--- config.mk ---
export PLATFORM = sky130hd
export DESIGN_NAME = wtsc_front
export DESIGN_NICKNAME = d
export VERILOG_FILES = /design/src/sv/wtsc_pkg.sv /design/src/sv/wtsc_front.sv
export SDC_FILE = /design/constraint.sdc
export NUM_CORES = 1
export LEC_CHECK = 0
export BUFFER_PORTS_ARGS = -buffer_cell sky130_fd_sc_hd__buf_2
export CAP_MARGIN = 40
export CORE_MARGIN = 2
export CORE_UTILIZATION = 50
export CTS_CLUSTER_DIAMETER = 80
export DETAILED_ROUTE_END_ITERATION = 8
export PLACE_DENSITY = 0.77
export SLEW_MARGIN = 10
export SYNTH_ARGS = -nofsm -noshare
export SYNTH_HDL_FRONTEND = slang
export SYNTH_SLANG_ARGS = --single-unit
--- constraint.sdc ---
create_clock -name clk -period 2.1 [get_ports clk]
set_clock_uncertainty 0.1 [all_clocks]
set_input_delay 0.525 -clock clk [delete_from_list [all_inputs] [get_ports clk]]
set_output_delay 0.525 -clock clk [all_outputs]
set_load 0.005 [all_outputs]
--- src/sv/wtsc_pkg.sv ---
// shared types and constants of the windowed two-stream correlation unit
// no dependencies
package wtsc_pkg;

	// request kinds carried in the input tuser
	typedef enum logic [1:0] {
		REQ_A    = 2'd0,
		REQ_B    = 2'd1,
		REQ_EVAL = 2'd2,
		REQ_NONE = 2'd3
	} req_t;

	localparam int CNT_W = 10;
	localparam logic [CNT_W-1:0] WINDOW_RESET = 10'd100;
	localparam int CORR_W = 16;
	localparam int MAG_W = CORR_W - 1;
	localparam logic [MAG_W-1:0] MAG_MAX = 15'h7fff;
	localparam int QBITS = 16;
	localparam int MEAN_FRAC = 8;
	localparam int CFG_ADDR_W = 3;
	localparam logic REG_WINDOW = 1'b0;

	typedef enum logic [3:0] {
		B_IDLE,
		B_SUB,
		B_DIV_A,
		B_DIV_B,
		B_WALK,
		B_DRAIN,
		B_CHECK,
		B_CORR,
		B_RESULT
	} back_state_t;

	typedef enum logic [2:0] {
		C_IDLE,
		C_MUL_P,
		C_MUL_C,
		C_ADD_A,
		C_ADD_B,
		C_CMP,
		C_DONE
	} corr_state_t;

	// head of the front queue as seen by the back end
	typedef struct packed {
		logic valid;
		req_t req;
	} item_stat_t;

	// status of the correlation magnitude unit
	typedef struct packed {
		logic busy;
		logic done;
	} corr_stat_t;

endpackage

--- src/sv/wtsc_front.sv ---
// front end: accepts input transactions, drops unknown requests, queues the rest
// depends on wtsc_pkg
module wtsc_front
	import wtsc_pkg::*;
#(
	parameter int SAMPLE_BITS = 16
) (
	input  logic                   clk,
	input  logic                   arst_n,
	input  logic                   in_valid,
	output logic                   in_ready,
	input  req_t                   in_req,
	input  logic [SAMPLE_BITS-1:0] in_sample,
	input  logic                   pop,
	output item_stat_t             head,
	output logic [SAMPLE_BITS-1:0] head_sample
);

	req_t                   req_q [2];
	logic [SAMPLE_BITS-1:0] smp_q [2];
	logic                   wr_q;
	logic                   rd_q;
	logic [1:0]             cnt_q;
	logic                   push;
	logic                   pop_ok;

	// classify: unknown requests are taken but never queued
	assign in_ready = (cnt_q != 2'd2);
	assign push = in_valid && in_ready && (in_req != REQ_NONE);
	assign pop_ok = pop && (cnt_q != 2'd0);

	assign head.valid = (cnt_q != 2'd0);
	assign head.req = req_q[rd_q];
	assign head_sample = smp_q[rd_q];

	// queue storage
	always_ff @(posedge clk) begin
		if (push) begin
			req_q[wr_q] <= in_req;
			smp_q[wr_q] <= in_sample;
		end
	end

	// queue pointers and fill
	always_ff @(posedge clk or negedge arst_n) begin
		if (!arst_n) begin
			wr_q <= 1'b0;
			rd_q <= 1'b0;
			cnt_q <= 2'd0;
		end else begin
			if (push) begin
				wr_q <= ~wr_q;
			end
			if (pop_ok) begin
				rd_q <= ~rd_q;
			end
			unique case ({push, pop_ok})
				2'b10: cnt_q <= cnt_q + 2'd1;
				2'b01: cnt_q <= cnt_q - 2'd1;
				default: cnt_q <= cnt_q;
			endcase
		end
	end

endmodule

Word level (Yosys, flattened, before mapping)
Memories as Yosys holds them, arrays and structs flattened.
Cells that the tools add are included.
{"block": "word_totals", "inputBits": 22, "out_inout_bits": 20, "elab_cells": 21, "ram_bits": 36, "regBits": 4, "memories": 2}
{"block": "classes", "eq_ne": 4, "n_addsub": 2, "bitwise_logic": 2, "n_reduce_logical": 5, "n_mux": 3}
{"name": "smp_q", "words": 2, "width": 16, "read_ports": 1, "rd_ports_with_merged_regs": 0, "write_ports": 1, "line": "wtsc_front.sv:20", "source": "logic [SAMPLE_BITS-1:0] smp_q [2];"}
{"name": "req_q", "words": 2, "width": 2, "read_ports": 1, "rd_ports_with_merged_regs": 0, "write_ports": 1, "line": "wtsc_front.sv:19", "source": "req_t req_q [2];"}
{"operator": "$ne A2 B2 Y1 const B", "n": 2}
{"operator": "$pmux W2 S2", "n": 1}
{"operator": "$reduce_bool A2 Y1", "n": 2}
{"operator": "$logic_and A1 B1 Y1", "n": 3}
{"operator": "$add A2 B1 Y2 const B", "n": 1}
{"operator": "$eq A2 B1 Y1 const B", "n": 1}
{"operator": "$eq A2 B2 Y1 const B", "n": 1}
{"operator": "$mux W1", "n": 2}
{"operator": "$not A1 Y1", "n": 2}
{"operator": "$sub A2 B1 Y2 const B", "n": 1}

Depth between registers and ports, before layout
{"block": "logic_depth", "ltp_word": 5, "ltp_mapped": 6, "ltp_nobuf": 6}

Worst setup path after synthesis
Ideal clock, no wire load.
{"block": "synth_timing", "path_kind": "input -> register", "start": "input port in_req[0]", "end": "memory req_q[1][0] (netlist bit) (enable)", "required_ns": 1.607, "path_buffers": 0, "setup_time_ns": 0.393, "cell_stages": 3, "arrival_ns": 1.492, "setup_slack_ns": 0.116, "path_cell_list": "nand2_1 nand3_2 nor2_1"}
{"block": "synth_between", "elab_chain_cells": 4}
{"item": "start: declaration", "line": "wtsc_front.sv:12", "source": "input req_t in_req,"}
{"item": "$ne A2 B2 Y1", "line": "wtsc_front.sv:29", "source": "assign push = in_valid && in_ready && (in_req != REQ_NONE);"}
{"item": "$logic_and A1 B1 Y1", "line": "wtsc_front.sv:29"}
{"item": "$mux W1", "line": "wtsc_front.sv:38", "source": "if (push) begin"}
{"item": "$mux W1 (not written as such)", "line": "wtsc_front.sv:39", "source": "req_q[wr_q] <= in_req;"}
{"item": "end: declaration", "line": "wtsc_front.sv:19"}
Every way passes these cells.

Worst setup path in the final report
{"block": "layout_timing", "start": "register rd_q", "end": "output port head_sample[2]"}
{"block": "layout_between", "elab_chain_cells": 1}
{"item": "start: declaration", "line": "wtsc_front.sv:22", "source": "logic rd_q;"}
{"item": "start signal: assignment", "line": "wtsc_front.sv:55", "source": "rd_q <= ~rd_q;"}
{"item": "$mem_v2 Z2 W16"}
{"item": "end: declaration", "line": "wtsc_front.sv:16", "source": "output logic [SAMPLE_BITS-1:0] head_sample"}
Every way passes these cells.

==> summary.txt <==
Floorplan
  – # IOs: between 40 and 50
  – Die ar.: 3480 sq um
  – Die Span X: ~59 microns
  – Initial Utilization: 0.539
  – Core box area: between 2000 and 3000 sq um
  – Die span in y: 59.0 microns
  – Rows: 19

Logic synthesis
  – Synthesis-stage register bit count: 40
  – Net Count, Synth: 98
  – Post-synthesis instance area: approximately 1500 sq um
  – Register area share after synthesis: 0.781
  – Synth cell types: 14
  – Post-Syn Instances: 75
  – Mean Syn Cell Area: 20.2 sq um
  – Ys Warns: 0

Drt
  – Vias: 807
  – WL/cell: roughly 15 microns
  – 1st-iter DRT viols: 14
  – Post-route antenna net violation count: 0
  – Drc violations: 0
  – DR pass1 iterations: 4
  – Vias per cell: 5.04
  – Detailed Route WL: roughly 2.4 mm

Final layout
  – Layout cells sized above 1: 0.581
  – Fill count: 223
  – Area growth syn-to-layout: 22.0%
  – Commonest non-fill, non-tap cells in the layout: buf_2 (41), edfxtp_1 (36), mux2_2 (18), buf_4 (6), clkbuf_4 (5)
  – ANT cells: 0
  – Nets: about 150
  – Most common cell after layout, fill and taps aside: buf_2

Critical path
  – Reg-to-Reg Start: cnt_q[0]$_DFFE_PN0P_
  – Endpoint class of the critical path: primary output
  – R2R Setup Slk: between 0.4 and 0.5 ns
  – Crit. path cell count: 3
  – Launching element type of the critical path: register
  – Slowest stage delay, CP: roughly 0.37 ns
  – CP max FO: 10
  – Delay-heaviest family, CP: flip-flops
  – Crit-path cells: buf_4, mux2_2, buf_2
  – Reg2reg end: cnt_q[1]$_DFFE_PN0P_
  – Critical Path RT: about 1.5 ns
  – Worst path slowest cell: dfrtp_1
  – Crit Path Category: register to primary output
  – Setup crit start: rd_q$_DFFE_PN0P_
  – Crit path DAT: 1.37 ns
  – CP endpoint: head_sample[2]
  – R2R depth: 5
  – Worst Path Buf+Inv: 2

Global routing
  – Vias in the first global route: about 800
  – Initial antenna violation count: 0
  – GRT Residual Overflow: 0
  – First-pass GRT wire length: 3.57 mm
  – Largest net degree at the start of global routing: 16
  – Total track usage: 0.146

Clock network
  – Clock transition at path regs: roughly 0.12 ns
  – H-tree depth: 2
  – Clock latency on the worst-skew pair: ~0.33 ns
  – TritonCTS Buffers: 5
  – Post CTS Setup Buffer Count: 0
  – Clock buffer depth: 2
  – CTS tree: done
  – CTS root buffer: clkbuf_4
  – # clock sinks: 40

Worst hold path
  – WHS Path Cells: 1
  – Hold Crit Class: input pin to register

Timing
  – RSZ-0062 raised after global routing: false
  – Slew HR: 0.865
  – Worst-margin pin slew: a little over 0.2 ns
  – Final worst-path cycle share: 0.951
  – F_max: between 500 and 600 MHz
  – Final Hold Vio Count: 0
  – Setup violations, final: 0
  – Crit path time final: ~2.0 ns
  – Setup TNS: 0 ns
  – Max Transition Viols Final: 0

Pwr
  – Maximum vdd ir drop: roughly 0.76 mV
  – P per Cell Area: between 1000 and 1500 nW/um^2
  – Leak Pwr: 0.000728 uW
  – Power, Total: ~2200 uW

Flow run
  – Max Cap Violations: 0

Placed design
  – Placer Congestion: between 0.6 and 0.7
  – I/O Buffers: 41
  – Post-DP HPWL: roughly 1.7 mm

Outcome
  – Status: completed
[cell families (layout without fill, tap and decap cells)]
logic type                 after synthesis  count (layout)  synth area share
buffers and inverters                    3              57            0.0174
DFF                                     40              40             0.781
and+or+nand+nor                          8               8            0.0306
adders and majority gates                1               1           0.00827
xor gates and xnor gates                 5               5            0.0290
muxes                                   18              18             0.134
[metal layers]
metal	vias to the layer above	global-route usage	share of wire
li1	386	-	-
met1	393	0.164	0.41
met2	26	0.254	0.53
met3	2	0.0655	0.051
met4	0	0.0390	0.0055
met5	-	0	0
[metrics by stage]
step	area, sq um	hold WS [ns]	setup slack [ns]	util	cells
final	1850	0.265	0.102	0.658	160
after global routing	1850	0.241	0.0471	0.658	160
after CTS	1850	0.260	0.0828	0.658	160
after detailed placement	1780	0.235	0.390	0.634	151
after global placement	1780	0.233	0.477	0.634	151
after floorplan	1510	0.129	0.116	-	75
[flip-flops by register name, summed over array words and instances (netlist names)]
register and cells:
smp_q 32, wr_q 1, cnt_q 2, req_q 4, rd_q 1
[power by group]
group / switching [uW] / leakage (uW) / internal, uW
sequential: 61.9 / 0.000378 / 1050
clock: 240 / 0.0000349 / 129
combinational: 326 / 0.000315 / 394
total: 628 / 0.000728 / 1580
[worst min-delay path by stage]
stage                  from                     to  slack [ns]
5_1_grt        in_sample[0]  smp_q[1][0]$_DFFE_PP_        0.24
2_1_floorplan        arst_n   cnt_q[0]$_DFFE_PN0P_        0.13
3_5_place_dp         arst_n   cnt_q[1]$_DFFE_PN0P_        0.24
3_3_place_gp         arst_n   cnt_q[1]$_DFFE_PN0P_        0.23
4_1_cts        in_sample[0]  smp_q[1][0]$_DFFE_PP_        0.26
6_report       in_sample[0]  smp_q[1][0]$_DFFE_PP_        0.26
[timing repair]
item                                   in CTS  in global routing
hold buffers                                1                  0
resized for setup                           0                  0
endpoints found under the hold margin       4                  0
[cell usage after synthesis]
cell type   n  area share
nand2b_1    1      0.0041
mux2_2     18        0.13
buf_6       2       0.015
inv_1       1      0.0025
and2_4      1      0.0058
nand3_2     1      0.0066
xor2_1      2       0.012
edfxtp_1   36        0.71
nand2_1     1      0.0025
dfrtp_1     4       0.066
or2_1       1      0.0041
xnor2_1     3       0.017
nor2_1      3      0.0074
ha_1        1      0.0083
[layout make-up]
class	instances	area, sq um	area share
Multi-Input combinational cell	32	305	0.165
Sequential cell	40	1180	0.640
Inverter	1	3.75	0.00203
Tap cell	31	38.8	0.0210
Clock inverter	3	18.8	0.0102
Clock buffer	5	37.5	0.0203
Timing Repair Buffer	48	260	0.141
No activity file was read; power rests on OpenSTA's default activity.
